**config.mk**
```make
export PLATFORM = sky130hd
export DESIGN_NAME = scaled_glyph_rectangle_generator_flat
export DESIGN_NICKNAME = d
export VERILOG_FILES = /design/src/rtl/sgr_pkg.sv /design/src/rtl/sgr_if.sv /design/src/rtl/sgr_ctrl.sv /design/src/rtl/sgr_datapath.sv /design/src/rtl/scaled_glyph_rectangle_generator.sv /design/src/flat_wrapper.sv
export SDC_FILE = /design/constraint.sdc
export NUM_CORES = 1
export LEC_CHECK = 0
export CORE_MARGIN = 4
export CORE_UTILIZATION = 30
export CTS_CLUSTER_DIAMETER = 120
export CTS_CLUSTER_SIZE = 10
export DETAILED_ROUTE_END_ITERATION = 10
export DONT_BUFFER_PORTS = 1
export PLACE_DENSITY_LB_ADDON = 0.2
export REMOVE_ABC_BUFFERS = 1
export SYNTH_ARGS = -nofsm -noshare
export SYNTH_HDL_FRONTEND = slang
export SYNTH_HIERARCHICAL = 1
export SYNTH_SLANG_ARGS = --single-unit
```
**constraint.sdc**
```tcl
create_clock -name clk -period 9.29 [get_ports clk]
set_clock_uncertainty 0.05 [all_clocks]
set_input_delay 0.929 -clock clk [delete_from_list [all_inputs] [get_ports clk]]
set_output_delay 0.929 -clock clk [all_outputs]
set_load 0.01 [all_outputs]
```
**src/rtl/sgr_pkg.sv**
```systemverilog
// Package: widths, glyph ROM, lookup function and control types.
`timescale 1ns / 1ps
`default_nettype none
package sgr_pkg;

    localparam int GLYPH_ADVANCE = 6;
    localparam int GLYPH_COUNT   = 48;
    localparam int GLYPH_W       = 5;
    localparam int GLYPH_H       = 7;
    localparam int CASE_FOLD     = 32;

    localparam int GLYPH_IDX_W = $clog2(GLYPH_COUNT);
    localparam int ROW_W       = $clog2(GLYPH_H);
    localparam int COL_W       = $clog2(GLYPH_W);

    localparam int CODE_W   = 8;
    localparam int COORD_W  = 16;
    localparam int SCALE_W  = 6;
    localparam int COLOUR_W = 32;
    localparam int DIM_W    = 14;
    localparam int POS_W    = 13;
    localparam int SIZE_W   = 6;
    localparam int PEN_W    = 24;
    localparam int ADV_W    = 9;
    // cell corner accumulators: pen plus a few cells, with headroom
    localparam int CX_W     = PEN_W + 2;
    localparam int CY_W     = COORD_W + 2;

    localparam logic [DIM_W-1:0] IMG_MAX      = DIM_W'(8192);
    localparam logic [DIM_W-1:0] WIDTH_RESET  = DIM_W'(640);
    localparam logic [DIM_W-1:0] HEIGHT_RESET = DIM_W'(480);
    localparam logic [PEN_W-1:0] PEN_MAX      = {1'b0, {(PEN_W-1){1'b1}}};

    // configuration register indexes
    localparam int CFG_INDEX_W = 1;
    typedef enum logic [CFG_INDEX_W-1:0] {
        CFG_IMAGE_WIDTH  = 1'b0,
        CFG_IMAGE_HEIGHT = 1'b1
    } cfg_index_t;

    // controller states
    typedef enum logic [0:0] {
        ST_IDLE,
        ST_WALK
    } sgr_state_t;

    // controller to datapath
    typedef struct packed {
        logic load;
        logic advance;
        logic capture;
        logic push;
        logic push_last;
    } sgr_cmd_t;

    // datapath to controller
    typedef struct packed {
        logic cell_vis;
        logic last_cell;
        logic pend_valid;
        logic out_free;
    } sgr_status_t;

    // character codes
    localparam logic [CODE_W-1:0] CH_A_UC   = 8'h41;
    localparam logic [CODE_W-1:0] CH_Z_UC   = 8'h5A;
    localparam logic [CODE_W-1:0] CH_A_LC   = 8'h61;
    localparam logic [CODE_W-1:0] CH_Z_LC   = 8'h7A;
    localparam logic [CODE_W-1:0] CH_0      = 8'h30;
    localparam logic [CODE_W-1:0] CH_9      = 8'h39;
    localparam logic [CODE_W-1:0] CH_SPACE  = 8'h20;
    localparam logic [CODE_W-1:0] CH_PERIOD = 8'h2E;
    localparam logic [CODE_W-1:0] CH_COMMA  = 8'h2C;
    localparam logic [CODE_W-1:0] CH_COLON  = 8'h3A;
    localparam logic [CODE_W-1:0] CH_MINUS  = 8'h2D;
    localparam logic [CODE_W-1:0] CH_PLUS   = 8'h2B;
    localparam logic [CODE_W-1:0] CH_SLASH  = 8'h2F;
    localparam logic [CODE_W-1:0] CH_LPAREN = 8'h28;
    localparam logic [CODE_W-1:0] CH_RPAREN = 8'h29;
    localparam logic [CODE_W-1:0] CH_APOS   = 8'h27;
    localparam logic [CODE_W-1:0] CH_PCT    = 8'h25;

    // glyph ROM slots
    localparam logic [GLYPH_IDX_W-1:0] GI_DIGIT0   = GLYPH_IDX_W'(26);
    localparam logic [GLYPH_IDX_W-1:0] GI_SPACE    = GLYPH_IDX_W'(36);
    localparam logic [GLYPH_IDX_W-1:0] GI_PERIOD   = GLYPH_IDX_W'(37);
    localparam logic [GLYPH_IDX_W-1:0] GI_COMMA    = GLYPH_IDX_W'(38);
    localparam logic [GLYPH_IDX_W-1:0] GI_COLON    = GLYPH_IDX_W'(39);
    localparam logic [GLYPH_IDX_W-1:0] GI_MINUS    = GLYPH_IDX_W'(40);
    localparam logic [GLYPH_IDX_W-1:0] GI_PLUS     = GLYPH_IDX_W'(41);
    localparam logic [GLYPH_IDX_W-1:0] GI_SLASH    = GLYPH_IDX_W'(42);
    localparam logic [GLYPH_IDX_W-1:0] GI_LPAREN   = GLYPH_IDX_W'(43);
    localparam logic [GLYPH_IDX_W-1:0] GI_RPAREN   = GLYPH_IDX_W'(44);
    localparam logic [GLYPH_IDX_W-1:0] GI_APOS     = GLYPH_IDX_W'(45);
    localparam logic [GLYPH_IDX_W-1:0] GI_PCT      = GLYPH_IDX_W'(46);
    localparam logic [GLYPH_IDX_W-1:0] GI_QUESTION = GLYPH_IDX_W'(47);

    // 5x7 font, one entry per row, MSB is the leftmost column
    localparam logic [GLYPH_W-1:0] GLYPH_ROWS [GLYPH_COUNT][GLYPH_H] = '{
        '{5'h0E, 5'h11, 5'h11, 5'h1F, 5'h11, 5'h11, 5'h11},
        '{5'h1E, 5'h11, 5'h11, 5'h1E, 5'h11, 5'h11, 5'h1E},
        '{5'h0F, 5'h10, 5'h10, 5'h10, 5'h10, 5'h10, 5'h0F},
        '{5'h1E, 5'h11, 5'h11, 5'h11, 5'h11, 5'h11, 5'h1E},
        '{5'h1F, 5'h10, 5'h10, 5'h1E, 5'h10, 5'h10, 5'h1F},
        '{5'h1F, 5'h10, 5'h10, 5'h1E, 5'h10, 5'h10, 5'h10},
        '{5'h0E, 5'h11, 5'h10, 5'h13, 5'h11, 5'h11, 5'h0E},
        '{5'h11, 5'h11, 5'h11, 5'h1F, 5'h11, 5'h11, 5'h11},
        '{5'h1F, 5'h04, 5'h04, 5'h04, 5'h04, 5'h04, 5'h1F},
        '{5'h07, 5'h02, 5'h02, 5'h02, 5'h02, 5'h12, 5'h0C},
        '{5'h11, 5'h12, 5'h14, 5'h18, 5'h14, 5'h12, 5'h11},
        '{5'h10, 5'h10, 5'h10, 5'h10, 5'h10, 5'h10, 5'h1F},
        '{5'h11, 5'h1B, 5'h15, 5'h11, 5'h11, 5'h11, 5'h11},
        '{5'h11, 5'h19, 5'h15, 5'h13, 5'h11, 5'h11, 5'h11},
        '{5'h0E, 5'h11, 5'h11, 5'h11, 5'h11, 5'h11, 5'h0E},
        '{5'h1E, 5'h11, 5'h11, 5'h1E, 5'h10, 5'h10, 5'h10},
        '{5'h0E, 5'h11, 5'h11, 5'h11, 5'h15, 5'h12, 5'h0D},
        '{5'h1E, 5'h11, 5'h11, 5'h1E, 5'h14, 5'h12, 5'h11},
        '{5'h0F, 5'h10, 5'h10, 5'h0E, 5'h01, 5'h01, 5'h1E},
        '{5'h1F, 5'h04, 5'h04, 5'h04, 5'h04, 5'h04, 5'h04},
        '{5'h11, 5'h11, 5'h11, 5'h11, 5'h11, 5'h11, 5'h0E},
        '{5'h11, 5'h11, 5'h11, 5'h11, 5'h11, 5'h0A, 5'h04},
        '{5'h11, 5'h11, 5'h11, 5'h11, 5'h15, 5'h1B, 5'h11},
        '{5'h11, 5'h11, 5'h0A, 5'h04, 5'h0A, 5'h11, 5'h11},
        '{5'h11, 5'h11, 5'h0A, 5'h04, 5'h04, 5'h04, 5'h04},
        '{5'h1F, 5'h01, 5'h02, 5'h04, 5'h08, 5'h10, 5'h1F},
        '{5'h0E, 5'h11, 5'h13, 5'h15, 5'h19, 5'h11, 5'h0E},
        '{5'h04, 5'h0C, 5'h04, 5'h04, 5'h04, 5'h04, 5'h1F},
        '{5'h0E, 5'h11, 5'h01, 5'h02, 5'h04, 5'h08, 5'h1F},
        '{5'h1F, 5'h02, 5'h04, 5'h02, 5'h01, 5'h11, 5'h0E},
        '{5'h02, 5'h06, 5'h0A, 5'h12, 5'h1F, 5'h02, 5'h02},
        '{5'h1F, 5'h10, 5'h1E, 5'h01, 5'h01, 5'h11, 5'h0E},
        '{5'h06, 5'h08, 5'h10, 5'h1E, 5'h11, 5'h11, 5'h0E},
        '{5'h1F, 5'h01, 5'h02, 5'h04, 5'h08, 5'h08, 5'h08},
        '{5'h0E, 5'h11, 5'h11, 5'h0E, 5'h11, 5'h11, 5'h0E},
        '{5'h0E, 5'h11, 5'h11, 5'h0F, 5'h01, 5'h02, 5'h0C},
        '{5'h00, 5'h00, 5'h00, 5'h00, 5'h00, 5'h00, 5'h00},
        '{5'h00, 5'h00, 5'h00, 5'h00, 5'h00, 5'h0C, 5'h0C},
        '{5'h00, 5'h00, 5'h00, 5'h00, 5'h0C, 5'h0C, 5'h08},
        '{5'h00, 5'h0C, 5'h0C, 5'h00, 5'h0C, 5'h0C, 5'h00},
        '{5'h00, 5'h00, 5'h00, 5'h1F, 5'h00, 5'h00, 5'h00},
        '{5'h00, 5'h04, 5'h04, 5'h1F, 5'h04, 5'h04, 5'h00},
        '{5'h01, 5'h01, 5'h02, 5'h04, 5'h08, 5'h10, 5'h10},
        '{5'h06, 5'h08, 5'h10, 5'h10, 5'h10, 5'h08, 5'h06},
        '{5'h0C, 5'h02, 5'h01, 5'h01, 5'h01, 5'h02, 5'h0C},
        '{5'h04, 5'h04, 5'h00, 5'h00, 5'h00, 5'h00, 5'h00},
        '{5'h11, 5'h01, 5'h02, 5'h04, 5'h08, 5'h10, 5'h11},
        '{5'h0E, 5'h11, 5'h01, 5'h02, 5'h04, 5'h00, 5'h04}
    };

    // Map a character code to its ROM slot; lower case folds, unknown codes give '?'
    function automatic logic [GLYPH_IDX_W-1:0] glyph_index(input logic [CODE_W-1:0] code);
        logic [CODE_W-1:0]      c;
        logic [GLYPH_IDX_W-1:0] idx;
        c = code;
        if (c >= CH_A_LC && c <= CH_Z_LC)
            c = c - CODE_W'(CASE_FOLD);
        if (c >= CH_A_UC && c <= CH_Z_UC)
            idx = GLYPH_IDX_W'(c - CH_A_UC);
        else if (c >= CH_0 && c <= CH_9)
            idx = GLYPH_IDX_W'(c - CH_0) + GI_DIGIT0;
        else begin
            case (c)
                CH_SPACE:  idx = GI_SPACE;
                CH_PERIOD: idx = GI_PERIOD;
                CH_COMMA:  idx = GI_COMMA;
                CH_COLON:  idx = GI_COLON;
                CH_MINUS:  idx = GI_MINUS;
                CH_PLUS:   idx = GI_PLUS;
                CH_SLASH:  idx = GI_SLASH;
                CH_LPAREN: idx = GI_LPAREN;
                CH_RPAREN: idx = GI_RPAREN;
                CH_APOS:   idx = GI_APOS;
                CH_PCT:    idx = GI_PCT;
                default:   idx = GI_QUESTION;
            endcase
        end
        return idx;
    endfunction

endpackage
`default_nettype wire

```
**src/rtl/sgr_if.sv**
```systemverilog
// Stream interfaces: character transactions in, rectangle transactions out.
`timescale 1ns / 1ps
`default_nettype none
interface sgr_char_if;
    import sgr_pkg::*;
    logic                       valid;
    logic                       ready;
    logic [CODE_W-1:0]          char_code;
    logic                       first_of_string;
    logic signed [COORD_W-1:0]  start_x;
    logic signed [COORD_W-1:0]  start_y;
    logic [SCALE_W-1:0]         scale;
    logic [COLOUR_W-1:0]        colour;

    modport source (output valid, char_code, first_of_string, start_x, start_y, scale,
                    colour, input ready);
    modport sink   (input valid, char_code, first_of_string, start_x, start_y, scale,
                    colour, output ready);
endinterface

interface sgr_rect_if;
    import sgr_pkg::*;
    logic                valid;
    logic                ready;
    logic [POS_W-1:0]    rect_x;
    logic [POS_W-1:0]    rect_y;
    logic [SIZE_W-1:0]   rect_w;
    logic [SIZE_W-1:0]   rect_h;
    logic [COLOUR_W-1:0] fill_colour;
    logic                last_of_char;

    modport source (output valid, rect_x, rect_y, rect_w, rect_h, fill_colour,
                    last_of_char, input ready);
    modport sink   (input valid, rect_x, rect_y, rect_w, rect_h, fill_colour,
                    last_of_char, output ready);
endinterface
`default_nettype wire

```
**src/rtl/sgr_ctrl.sv**
```systemverilog
// Controller: accepts a character, walks its cells, sequences pending and output registers.
`timescale 1ns / 1ps
`default_nettype none
module sgr_ctrl (
    input  wire logic                clk,
    input  wire logic                rst_n,
    input  wire logic                in_valid,
    output logic                     in_ready,
    input  wire sgr_pkg::sgr_status_t status,
    output sgr_pkg::sgr_cmd_t        cmd
);
    import sgr_pkg::*;

    sgr_state_t state_reg, state_next;
    logic       need_push;

    // state register
    always_ff @(posedge clk or negedge rst_n)
    begin
        if (!rst_n)
            state_reg <= ST_IDLE;
        else
            state_reg <= state_next;
    end

    // next state and commands
    always_comb
    begin
        state_next = state_reg;
        cmd        = '0;
        in_ready   = 1'b0;
        need_push  = status.cell_vis && status.pend_valid;
        case (state_reg)
            ST_IDLE:
            begin
                // drain the held rectangle of the previous character as its last one
                cmd.push      = status.pend_valid && status.out_free;
                cmd.push_last = 1'b1;
                in_ready      = !status.pend_valid || status.out_free;
                cmd.load      = in_valid && in_ready;
                if (cmd.load)
                    state_next = ST_WALK;
            end
            ST_WALK:
            begin
                // a visible cell displaces the held one; wait if output is busy
                if (!need_push || status.out_free)
                begin
                    cmd.advance = 1'b1;
                    cmd.capture = status.cell_vis;
                    cmd.push    = need_push;
                    if (status.last_cell)
                        state_next = ST_IDLE;
                end
            end
            default:
            begin
                state_next = ST_IDLE;
            end
        endcase
    end

endmodule
`default_nettype wire

```
**src/rtl/sgr_datapath.sv**
```systemverilog
// Datapath: config registers, pen, cell walker, clipping, pending and output registers.
`timescale 1ns / 1ps
`default_nettype none
module sgr_datapath (
    input  wire logic                              clk,
    input  wire logic                              rst_n,
    input  wire sgr_pkg::sgr_cmd_t                 cmd,
    output sgr_pkg::sgr_status_t                   status,
    // character payload
    input  wire logic [sgr_pkg::CODE_W-1:0]        char_code,
    input  wire logic                              first_of_string,
    input  wire logic signed [sgr_pkg::COORD_W-1:0] start_x,
    input  wire logic signed [sgr_pkg::COORD_W-1:0] start_y,
    input  wire logic [sgr_pkg::SCALE_W-1:0]       scale,
    input  wire logic [sgr_pkg::COLOUR_W-1:0]      colour,
    // configuration
    input  wire logic                              cfg_we,
    input  wire logic [sgr_pkg::CFG_INDEX_W-1:0]   cfg_index,
    input  wire logic [sgr_pkg::DIM_W-1:0]         cfg_data,
    // rectangle output
    output logic                                   rect_valid,
    input  wire logic                              rect_ready,
    output logic [sgr_pkg::POS_W-1:0]              rect_x,
    output logic [sgr_pkg::POS_W-1:0]              rect_y,
    output logic [sgr_pkg::SIZE_W-1:0]             rect_w,
    output logic [sgr_pkg::SIZE_W-1:0]             rect_h,
    output logic [sgr_pkg::COLOUR_W-1:0]           fill_colour,
    output logic                                   last_of_char
);
    import sgr_pkg::*;

    logic [DIM_W-1:0]          width_reg, height_reg;
    logic [DIM_W-1:0]          dim_clamped;
    logic signed [PEN_W-1:0]   pen_reg;
    logic signed [PEN_W-1:0]   pen_cur, pen_next;
    logic signed [PEN_W:0]     pen_sum;
    logic [ADV_W-1:0]          adv;

    logic signed [PEN_W-1:0]   base_x_reg;
    logic signed [CX_W-1:0]    cx_reg;
    logic signed [CY_W-1:0]    cy_reg;
    logic [SCALE_W-1:0]        scale_reg;
    logic [COLOUR_W-1:0]       colour_reg;
    logic [GLYPH_IDX_W-1:0]    glyph_reg;
    logic [ROW_W-1:0]          row_reg;
    logic [COL_W-1:0]          col_reg;

    logic signed [CX_W-1:0]    scale_x, width_x, cx_end, x0, x1, dx;
    logic signed [CY_W-1:0]    scale_y, height_y, cy_end, y0, y1, dy;
    logic                      lit, vis_x, vis_y, last_col;

    logic                      pend_valid_reg;
    logic [POS_W-1:0]          pend_x_reg, pend_y_reg;
    logic [SIZE_W-1:0]         pend_w_reg, pend_h_reg;
    logic [COLOUR_W-1:0]       pend_colour_reg;

    logic                      out_valid_reg, out_last_reg;
    logic [POS_W-1:0]          out_x_reg, out_y_reg;
    logic [SIZE_W-1:0]         out_w_reg, out_h_reg;
    logic [COLOUR_W-1:0]       out_colour_reg;

    // image size registers, values above the maximum clamp to it
    assign dim_clamped = (cfg_data > IMG_MAX) ? IMG_MAX : cfg_data;

    always_ff @(posedge clk or negedge rst_n)
    begin
        if (!rst_n)
        begin
            width_reg  <= WIDTH_RESET;
            height_reg <= HEIGHT_RESET;
        end
        else if (cfg_we)
        begin
            case (cfg_index)
                CFG_IMAGE_WIDTH:  width_reg  <= dim_clamped;
                CFG_IMAGE_HEIGHT: height_reg <= dim_clamped;
                default:          ;
            endcase
        end
    end

    // pen of this character and saturating advance for the next one
    assign pen_cur = first_of_string
                   ? {{(PEN_W-COORD_W){start_x[COORD_W-1]}}, start_x} : pen_reg;
    assign adv     = (scale == '0) ? ADV_W'(GLYPH_ADVANCE)
                                   : ADV_W'(GLYPH_ADVANCE * scale);
    assign pen_sum = {pen_cur[PEN_W-1], pen_cur} + $signed({{(PEN_W+1-ADV_W){1'b0}}, adv});
    // advance is positive, so a sign mismatch means the sum passed the maximum
    assign pen_next = (pen_sum[PEN_W] != pen_sum[PEN_W-1]) ? PEN_MAX : pen_sum[PEN_W-1:0];

    always_ff @(posedge clk or negedge rst_n)
    begin
        if (!rst_n)
            pen_reg <= '0;
        else if (cmd.load)
            pen_reg <= pen_next;
    end

    // cell walker: corner accumulators step by scale along a row, then down
    assign last_col = (col_reg == COL_W'(GLYPH_W-1));

    always_ff @(posedge clk)
    begin
        if (cmd.load)
        begin
            base_x_reg <= pen_cur;
            cx_reg     <= {{(CX_W-PEN_W){pen_cur[PEN_W-1]}}, pen_cur};
            cy_reg     <= {{(CY_W-COORD_W){start_y[COORD_W-1]}}, start_y};
            scale_reg  <= scale;
            colour_reg <= colour;
            glyph_reg  <= glyph_index(char_code);
            row_reg    <= '0;
            col_reg    <= '0;
        end
        else if (cmd.advance)
        begin
            if (last_col)
            begin
                col_reg <= '0;
                row_reg <= row_reg + ROW_W'(1);
                cx_reg  <= {{(CX_W-PEN_W){base_x_reg[PEN_W-1]}}, base_x_reg};
                cy_reg  <= cy_reg + scale_y;
            end
            else
            begin
                col_reg <= col_reg + COL_W'(1);
                cx_reg  <= cx_reg + scale_x;
            end
        end
    end

    // clip the current cell to the image
    assign scale_x  = $signed({{(CX_W-SCALE_W){1'b0}}, scale_reg});
    assign scale_y  = $signed({{(CY_W-SCALE_W){1'b0}}, scale_reg});
    assign width_x  = $signed({{(CX_W-DIM_W){1'b0}}, width_reg});
    assign height_y = $signed({{(CY_W-DIM_W){1'b0}}, height_reg});

    assign cx_end = cx_reg + scale_x;
    assign x0     = cx_reg[CX_W-1] ? '0 : cx_reg;
    assign x1     = (cx_end > width_x) ? width_x : cx_end;
    assign vis_x  = (x1 > x0);
    assign dx     = x1 - x0;

    assign cy_end = cy_reg + scale_y;
    assign y0     = cy_reg[CY_W-1] ? '0 : cy_reg;
    assign y1     = (cy_end > height_y) ? height_y : cy_end;
    assign vis_y  = (y1 > y0);
    assign dy     = y1 - y0;

    assign lit = GLYPH_ROWS[glyph_reg][row_reg][COL_W'(GLYPH_W-1) - col_reg];

    // pending rectangle: held until we know whether another follows
    always_ff @(posedge clk or negedge rst_n)
    begin
        if (!rst_n)
            pend_valid_reg <= 1'b0;
        else if (cmd.capture)
            pend_valid_reg <= 1'b1;
        else if (cmd.push)
            pend_valid_reg <= 1'b0;
    end

    always_ff @(posedge clk)
    begin
        if (cmd.capture)
        begin
            pend_x_reg      <= x0[POS_W-1:0];
            pend_y_reg      <= y0[POS_W-1:0];
            pend_w_reg      <= dx[SIZE_W-1:0];
            pend_h_reg      <= dy[SIZE_W-1:0];
            pend_colour_reg <= colour_reg;
        end
    end

    // output register
    always_ff @(posedge clk or negedge rst_n)
    begin
        if (!rst_n)
            out_valid_reg <= 1'b0;
        else if (cmd.push)
            out_valid_reg <= 1'b1;
        else if (rect_ready)
            out_valid_reg <= 1'b0;
    end

    always_ff @(posedge clk)
    begin
        if (cmd.push)
        begin
            out_x_reg      <= pend_x_reg;
            out_y_reg      <= pend_y_reg;
            out_w_reg      <= pend_w_reg;
            out_h_reg      <= pend_h_reg;
            out_colour_reg <= pend_colour_reg;
            out_last_reg   <= cmd.push_last;
        end
    end

    // status to the controller
    assign status.cell_vis   = lit && vis_x && vis_y;
    assign status.last_cell  = (row_reg == ROW_W'(GLYPH_H-1)) && last_col;
    assign status.pend_valid = pend_valid_reg;
    assign status.out_free   = !out_valid_reg || rect_ready;

    assign rect_valid   = out_valid_reg;
    assign rect_x       = out_x_reg;
    assign rect_y       = out_y_reg;
    assign rect_w       = out_w_reg;
    assign rect_h       = out_h_reg;
    assign fill_colour  = out_colour_reg;
    assign last_of_char = out_last_reg;

endmodule
`default_nettype wire

```
**src/rtl/scaled_glyph_rectangle_generator.sv**
```systemverilog
// Top level of the scaled 5x7 glyph rectangle generator.
// Each character transaction is looked up in a 48-glyph 5x7 font and turned into
// one filled square per lit cell, scanned row by row, clipped to the image size set
// through cfg (index 0 width, index 1 height, values above 8192 act as 8192).
// Once a character is accepted, the cell walker tests its 35 glyph cells, one cell per
// cycle unless it is stalled. The walker stalls whenever a visible cell has to
// displace the held rectangle while the output register is still occupied. Each
// visible rectangle is held one step in a pending register so the last one can be
// flagged; once the walk ends, that last rectangle moves to the output register as
// soon as it is free, and the next character is not accepted before it moves.
`timescale 1ns / 1ps
`default_nettype none
module scaled_glyph_rectangle_generator (
    input  wire logic                            clk,
    input  wire logic                            rst_n,
    sgr_char_if.sink                             char_in,
    sgr_rect_if.source                           rect_out,
    input  wire logic                            cfg_we,
    input  wire logic [sgr_pkg::CFG_INDEX_W-1:0] cfg_index,
    input  wire logic [sgr_pkg::DIM_W-1:0]       cfg_data
);
    import sgr_pkg::*;

    sgr_cmd_t    cmd;
    sgr_status_t status;

    // sequencing
    sgr_ctrl u_ctrl (
        .clk      (clk),
        .rst_n    (rst_n),
        .in_valid (char_in.valid),
        .in_ready (char_in.ready),
        .status   (status),
        .cmd      (cmd)
    );

    // arithmetic and storage
    sgr_datapath u_datapath (
        .clk             (clk),
        .rst_n           (rst_n),
        .cmd             (cmd),
        .status          (status),
        .char_code       (char_in.char_code),
        .first_of_string (char_in.first_of_string),
        .start_x         (char_in.start_x),
        .start_y         (char_in.start_y),
        .scale           (char_in.scale),
        .colour          (char_in.colour),
        .cfg_we          (cfg_we),
        .cfg_index       (cfg_index),
        .cfg_data        (cfg_data),
        .rect_valid      (rect_out.valid),
        .rect_ready      (rect_out.ready),
        .rect_x          (rect_out.rect_x),
        .rect_y          (rect_out.rect_y),
        .rect_w          (rect_out.rect_w),
        .rect_h          (rect_out.rect_h),
        .fill_colour     (rect_out.fill_colour),
        .last_of_char    (rect_out.last_of_char)
    );

endmodule
`default_nettype wire

```
**src/flat_wrapper.sv**
```systemverilog
// flat-port wrapper written by rule: the top's interface ports become plain ports
module scaled_glyph_rectangle_generator_flat import sgr_pkg::*;
  (clk, rst_n, cfg_we, cfg_index, cfg_data, char_in_valid, char_in_char_code, char_in_first_of_string, char_in_start_x, char_in_start_y, char_in_scale, char_in_colour, char_in_ready, rect_out_valid, rect_out_rect_x, rect_out_rect_y, rect_out_rect_w, rect_out_rect_h, rect_out_fill_colour, rect_out_last_of_char, rect_out_ready);
  sgr_char_if char_in_i ();
  sgr_rect_if rect_out_i ();
  input  wire logic clk;
  input  wire logic rst_n;
  input  wire logic cfg_we;
  input  wire logic [sgr_pkg::CFG_INDEX_W-1:0] cfg_index;
  input  wire logic [sgr_pkg::DIM_W-1:0] cfg_data;
  input wire logic [$bits(char_in_i.valid)-1:0] char_in_valid;
  input wire logic [$bits(char_in_i.char_code)-1:0] char_in_char_code;
  input wire logic [$bits(char_in_i.first_of_string)-1:0] char_in_first_of_string;
  input wire logic [$bits(char_in_i.start_x)-1:0] char_in_start_x;
  input wire logic [$bits(char_in_i.start_y)-1:0] char_in_start_y;
  input wire logic [$bits(char_in_i.scale)-1:0] char_in_scale;
  input wire logic [$bits(char_in_i.colour)-1:0] char_in_colour;
  output wire logic [$bits(char_in_i.ready)-1:0] char_in_ready;
  output wire logic [$bits(rect_out_i.valid)-1:0] rect_out_valid;
  output wire logic [$bits(rect_out_i.rect_x)-1:0] rect_out_rect_x;
  output wire logic [$bits(rect_out_i.rect_y)-1:0] rect_out_rect_y;
  output wire logic [$bits(rect_out_i.rect_w)-1:0] rect_out_rect_w;
  output wire logic [$bits(rect_out_i.rect_h)-1:0] rect_out_rect_h;
  output wire logic [$bits(rect_out_i.fill_colour)-1:0] rect_out_fill_colour;
  output wire logic [$bits(rect_out_i.last_of_char)-1:0] rect_out_last_of_char;
  input wire logic [$bits(rect_out_i.ready)-1:0] rect_out_ready;
  assign char_in_i.valid = char_in_valid;
  assign char_in_i.char_code = char_in_char_code;
  assign char_in_i.first_of_string = char_in_first_of_string;
  assign char_in_i.start_x = char_in_start_x;
  assign char_in_i.start_y = char_in_start_y;
  assign char_in_i.scale = char_in_scale;
  assign char_in_i.colour = char_in_colour;
  assign char_in_ready = char_in_i.ready;
  assign rect_out_valid = rect_out_i.valid;
  assign rect_out_rect_x = rect_out_i.rect_x;
  assign rect_out_rect_y = rect_out_i.rect_y;
  assign rect_out_rect_w = rect_out_i.rect_w;
  assign rect_out_rect_h = rect_out_i.rect_h;
  assign rect_out_fill_colour = rect_out_i.fill_colour;
  assign rect_out_last_of_char = rect_out_i.last_of_char;
  assign rect_out_i.ready = rect_out_ready;
  scaled_glyph_rectangle_generator u_core (.clk(clk), .rst_n(rst_n), .char_in(char_in_i), .rect_out(rect_out_i), .cfg_we(cfg_we), .cfg_index(cfg_index), .cfg_data(cfg_data));
endmodule
```
==> qor.yml, run 1 <==
final_max_slew_viol_count: 0
yosysMostFrequentCell: "edfxtp_1"
status: "complete, no violations"
synth_cells: 1724
cts_setup_buffers: 0
rsz0062_at_grt: "no"
die_w_um: 256.1
timing.slew.headroom_pct: 28.16
die_h_um: 256.1
grt_overflow: 0
grt_pass1_vias: 12521
fmax_ghz: 0.1264
clkSinkCount: 314
worstMarginPinSlew_ps: 1078
initial_core_util_pct: 30.43
total_power_mw: 5.729
vias: 13141
vias_per_cell: 5.244
drive_gt1_share_pct: 8.367
nNetsFinal: 1929
fin_crit_sh_pct: 85.17
dr.first_iter.drc_count: 862
yosys.area.top_type: "edfxtp_1"
tns_ps: 0
core-area_mm2: 0.06070
power.leakage_nw: 7.712
place_congestion: 0.8882
hp-class: "in -> async"
clkLatencyLatePin_ps: 570
yosysUniqueCellTypes: 89
pin_count: 172
drc: 0
hold_viol: 0
ys_seq_elements: 314
drt-total-wl_um: 52780
fillers: 6043
regToRegSetupSlack_ps: 1380
ys_warn_count: 6
setup_viol_count_final: 0
die-area_mm2: 0.06560
root_buffer: "clkbuf_16"
worst-setup-path-type: "reg -> reg"
cts_resized: 0
synthTopCellsByArea: "edfxtp_1 41%, ha_1 8.9%, dfrtp_1 6.6%"
design_area_mm2: 0.02037
synth_top_area_share_pct: 41.13
grt_pass1_wl_um: 79920
antenna_found_initial: 5
num_rows: 90
required_ps: 9400
ant_nets: 0
grt_max_degree: 89
ir_drop_mv: 0.1323
path_clk_slew_ps: 50
crit_arrival_ps: 8020
netlist_area_mm2: 0.01847
stdcell_count: 2506
ys.flop_type: "edfxtp_1"
drv_cap: 0
clock_path_buffers: 3
wire_per_inst_um: 21.06
areaGrowthSynthToFinish_pct: 10.30
place_area_mm2: 0.01921
reg2reg_depth: 26
cts_hold_buf: 2
ys_top_cells_by_count: "253 x edfxtp_1, 131 x ha_1, 124 x nand2_1"
cts-buffers-inserted: 37
r2r_end: "u_core/u_datapath/pend_x_reg[0]$_DFFE_PP_"
place_inst: 2434
port_buffers: 0
crit_path_end_kind: "register"
first_pass_iters: 5
synth_edf_count: 253
dp_hpwl_um: 38180
power_density_mw_per_mm2: 281.2
avgSynthCellArea_um2: 10.71
min_period_ps: 7912
h-tree-depth: 2
critPathMaxFanout: 71
r2r-start: "u_core/u_datapath/cy_reg[2]$_DFFE_PP_"
crit_path_start_kind: "register"
cts_tree: "done"
synthArstFlopShare_pct: 17.52
grt_usage_pct: 15.51
ys_seq_area_share_pct: 49.28
-- power breakdown --
| part | internal, mW | switching [mW] | leakage [nW] |
|---|---|---|---|
| registers | 1.86 | 0.233 | 3.03 |
| logic | 0.972 | 1.30 | 4.15 |
| clock network | 0.791 | 0.577 | 0.534 |
-- cell usage in the layout (no fill, tap or decap), types with 28 or more instances in the layout --
| master | instances |
|---|---|
| a31oi_1 | 28 |
| dfrtp_1 | 49 |
| clkbuf_16 | 38 |
| nand2b_1 | 75 |
| nor2_1 | 114 |
| nand2_1 | 124 |
| ha_1 | 131 |
| xnor2_1 | 52 |
| mux2i_1 | 29 |
| xor2_1 | 29 |
| a21o_1 | 33 |
| inv_1 | 110 |
| nand3_1 | 39 |
| o21ai_0 | 105 |
| edfxtp_1 | 253 |
| mux2_2 | 47 |
| a21oi_1 | 97 |
-- stage by stage --
step / setup slack (ps) / util [%] / hold slack, ps
after floorplan: 1692 / - / 350.3
final: 1378 / 33.57 / 164.0
after global placement: 1510 / 31.65 / 350.7
after detailed placement: 1469 / 31.65 / 354.5
after global routing: 845.3 / 33.55 / 123.6
after CTS: 1389 / 33.55 / 127.6
-- worst max-delay path, stage by stage (launching register included) --
cell      delay [ps]
edfxtp_1         510
ha_1             450
o21ai_0          190
nor2_1           100
o41ai_2          600
or2_2            280
nor2_1            60
xor2_1           290
ha_1             320
a21o_1           180
a21o_1           160
a21oi_1          210
o211ai_1         120
a22oi_1          150
a21boi_1          80
buf_4            210
mux2_1           340
ha_1             290
and3_1           180
nand3_1          140
nor4_1           140
a211oi_1         250
o21ai_0          150
nor4_1           250
nand3_1          120
nor4_1           630
and3_4           950
-- worst max path at each step --
stage | startpoint | to | slack [ps]
4_1_cts | u_core/u_datapath/cy_reg[2]$_DFFE_PP_ | u_core/u_datapath/pend_valid_reg$_DFFE_PN0P_ | 1390
5_1_grt | u_core/u_datapath/cy_reg[2]$_DFFE_PP_ | u_core/u_datapath/pend_x_reg[0]$_DFFE_PP_ | 850
6_report | u_core/u_datapath/cy_reg[2]$_DFFE_PP_ | u_core/u_datapath/pend_x_reg[0]$_DFFE_PP_ | 1380
3_5_place_dp | u_core/u_datapath/cy_reg[2]$_DFFE_PP_ | u_core/u_datapath/pend_valid_reg$_DFFE_PN0P_ | 1470
2_1_floorplan | u_core/u_datapath/cy_reg[0]$_DFFE_PP_ | u_core/u_datapath/pend_colour_reg[0]$_DFFE_PP_ | 1690
3_3_place_gp | u_core/u_datapath/cy_reg[2]$_DFFE_PP_ | u_core/u_datapath/pend_colour_reg[11]$_DFFE_PP_ | 1510
-- cells by family after synthesis --
family | synth area share (%)
simple gates | 13.56
compound gates | 14.65
flops | 49.28
buf+inv | 4.329
fa+ha+maj | 9.524
xor+xnor | 3.841
mux | 4.823
-- cell type report --
| cell class | count | area, um2 | area share [%] |
|---|---|---|---|
| clock buffers | 65 | 1082 | 5.312 |
| inverters | 113 | 424.2 | 2.082 |
| multi-input cells | 1210 | 8591 | 42.17 |
| flip-flops and latches | 314 | 9101 | 44.67 |
| clock inverters | 2 | 38.79 | 0.1904 |
| well taps | 782 | 978.4 | 4.803 |
| repair buffers | 17 | 150.1 | 0.7370 |
| diodes | 3 | 7.507 | 0.03685 |
-- per-layer routing --
layer,wire (um),vias up,track usage (%)
li1,-,6264,-
met1,25000,6371,22.38
met2,22880,427,23.10
met3,3689,75,4.195
met4,1191,4,3.885
met5,27,-,0
No activity file was read; power rests on OpenSTA's default activity.
==> run 2, diff against run 1 <==
ABC_CLOCK_PERIOD_IN_PS = 8470   (was not set)
clock period = 8.47 ns   (was 9.29 ns; I/O delays follow)
==> run 2 against run 1 <==
Fmax grew 2.5%. Cell count about the same. Worst hold slack worse by 74 ps. Largest power group unchanged. Sequential power is 9.6% higher. Wire length is 2.5% lower. Non-clock buffer count stayed put. Highest routed layer unchanged. Critical endpoint unchanged. Clock-buffer cell count up 2.
==> qor.yml, run 2 (same netlist as run 1, synthesis figures left out) <==
status: "complete, no violations"  # unchanged
place_inst: 2435  # was 2434
grt_overflow: 0  # unchanged
die-area_mm2: 0.06560  # unchanged
power.leakage_nw: 7.742  # was 7.712 nW
crit_path_start_kind: "register"  # unchanged
wire_per_inst_um: 20.53  # was 21.06 um
grt_usage_pct: 15.18  # was 15.51%
die_h_um: 256.1  # unchanged
required_ps: 8660  # was 9400 ps
dr.first_iter.drc_count: 1010  # was 862
fmax_ghz: 0.1295  # was 0.1264 GHz
tns_ps: 0  # unchanged
num_rows: 90  # unchanged
cts_tree: "done"  # unchanged
cp_top_family: "simple AND/OR/NAND/NOR gates"  # unchanged
whs_ps: 89.99  # was 164.0 ps
worst-setup-path-type: "reg -> reg"  # unchanged
clkLatencyLatePin_ps: 560  # was 570 ps
clkSinkCount: 314  # unchanged
stdcell_count: 2507  # was 2506
power_density_mw_per_mm2: 309.6  # was 281.2 mW/mm2
place_congestion: 0.8974  # was 0.8882
grt_max_degree: 72  # was 89
port_buffers: 0  # unchanged
antenna_found_initial: 2  # was 5
worstMarginPinSlew_ps: 1068  # was 1078 ps
initial_core_util_pct: 30.43  # unchanged
nNetsFinal: 1930  # was 1929
drc: 0  # unchanged
layout_commonest_cell: "edfxtp_1"  # unchanged
dp_hpwl_um: 37510  # was 38180 um
path_clk_slew_ps: 60  # was 50 ps
pin_count: 172  # unchanged
crit_arrival_ps: 7910  # was 8020 ps
drt-total-wl_um: 51480  # was 52780 um
hp-class: "in -> async"  # unchanged
root_buffer: "clkbuf_16"  # unchanged
crit_path_end_kind: "register"  # unchanged
h-tree-depth: 2  # unchanged
vias: 13052  # was 13141
fin_crit_sh_pct: 91.13  # was 85.17%
vias_per_cell: 5.206  # was 5.244
place_area_mm2: 0.01924  # was 0.01921 mm2
timing.slew.headroom_pct: 28.78  # was 28.16%
first_pass_iters: 5  # unchanged
fillers: 6039  # was 6043
drive_gt1_share_pct: 8.585  # was 8.367%
rsz0062_at_grt: "no"  # unchanged
grt_pass1_wl_um: 79060  # was 79920 um
cts-buffers-inserted: 38  # was 37
hold_viol: 0  # unchanged
crit_slowest_cell: "and3_4"  # unchanged
min_period_ps: 7719  # was 7912 ps
ir_drop_mv: 0.1476  # was 0.1323 mV
crit_buf_inv: 2  # was 1
critPathMaxFanout: 37  # was 71
max_stage_delay_ps: 670  # was 950 ps
ant_nets: 0  # unchanged
cts_setup_buffers: 0  # unchanged
crit_top_cell: "ha_1"
setup_viol_count_final: 0  # unchanged
grt_pass1_vias: 12651  # was 12521
areaGrowthSynthToFinish_pct: 10.64  # was 10.30%
die_w_um: 256.1  # unchanged
final_max_slew_viol_count: 0  # unchanged
core-area_mm2: 0.06070  # unchanged
design_area_mm2: 0.02044  # was 0.02037 mm2
drv_cap: 0  # unchanged
total_power_mw: 6.327  # was 5.729 mW
clock_path_buffers: 3  # unchanged
final_cell_mix: "253 x edfxtp_1, 131 x ha_1, 124 x nand2_1, 114 x nor2_1, 110 x inv_1"  # unchanged
## run 2: worst reg2reg max path: cells and delay by family, from the launching register on
family	cells	cell delay, ps
AO/OA/AOI/OAI	9	1690
XOR/XNOR	1	130
adder cells (fa/ha/maj)	4	1340
buffers and inverters	2	570
flip-flops	1	460
multiplexers	1	360
AND/OR/NAND/NOR	11	2800
## run 2: per-layer routing
layer / up-vias / part of all wire (%) / GRT usage (%)
met1: 6304 / 48 / 21.93
li1: 6244 / - / -
met2: 420 / 44 / 22.84
met4: 2 / 2.4 / 3.748
met5: - / 0.025 / 0
met3: 82 / 6.5 / 3.780
## run 2: area by class of cell
| cell class | instances | area (um2) | area share [%] |
|---|---|---|---|
| clock inverters | 3 | 37.54 | 0.1837 |
| multi-input cells | 1210 | 8597 | 42.07 |
| repair buffers | 17 | 172.7 | 0.8449 |
| flip-flops and latches | 314 | 9101 | 44.54 |
| clock buffers | 67 | 1122 | 5.492 |
| diodes | 1 | 2.502 | 0.01225 |
| inverters | 113 | 424.2 | 2.076 |
| well taps | 782 | 978.4 | 4.788 |
## run 2: where the power goes
group          total [mW]  internal, mW  switching (mW)
Clock                1.54         0.901           0.638
Combinational        2.50          1.07            1.43
Sequential           2.29          2.04           0.253
## run 2: worst paths after layout
| check | from | end | slack, ps | cells after the start |
|---|---|---|---|---|
| min reg2reg | u_core/u_datapath/pend_colour_reg[8]$_DFFE_PP_ | u_core/u_datapath/fill_colour[8]$_DFFE_PP_ | 370 | 0 |
| max reg2reg | u_core/u_datapath/cy_reg[0]$_DFFE_PP_ | u_core/u_datapath/pend_x_reg[0]$_DFFE_PP_ | 750 | 28 |
| max | u_core/u_datapath/cy_reg[0]$_DFFE_PP_ | u_core/u_datapath/pend_x_reg[0]$_DFFE_PP_ | 750 | 28 |
| min | rst_n | u_core/u_datapath/width_reg[7]$_DFFE_PN1P_ | 90 | 0 |
| max in group asynchronous | rst_n | u_core/u_datapath/height_reg[4]$_DFFE_PN0P_ | 7990 | 1 |
| min in group clk | char_in_scale[5] | u_core/u_datapath/scale_reg[5]$_DFFE_PP_ | 330 | 0 |
## run 2: repair_timing
item / CTS / global route
endpoints found under the hold margin: 49 / 0
hold buffers: 1 / 0
resized for setup: 0 / 1
setup endpoints to repair: 0 / 110
## run 2: metrics by stage
step                setup WS (ps)  util (%)
finish                      750.9     33.67
global route                184.2     33.67
CTS                         374.3     33.65
detailed placement          443.1     31.70
global placement            469.7     31.70
floorplan                   871.5         -
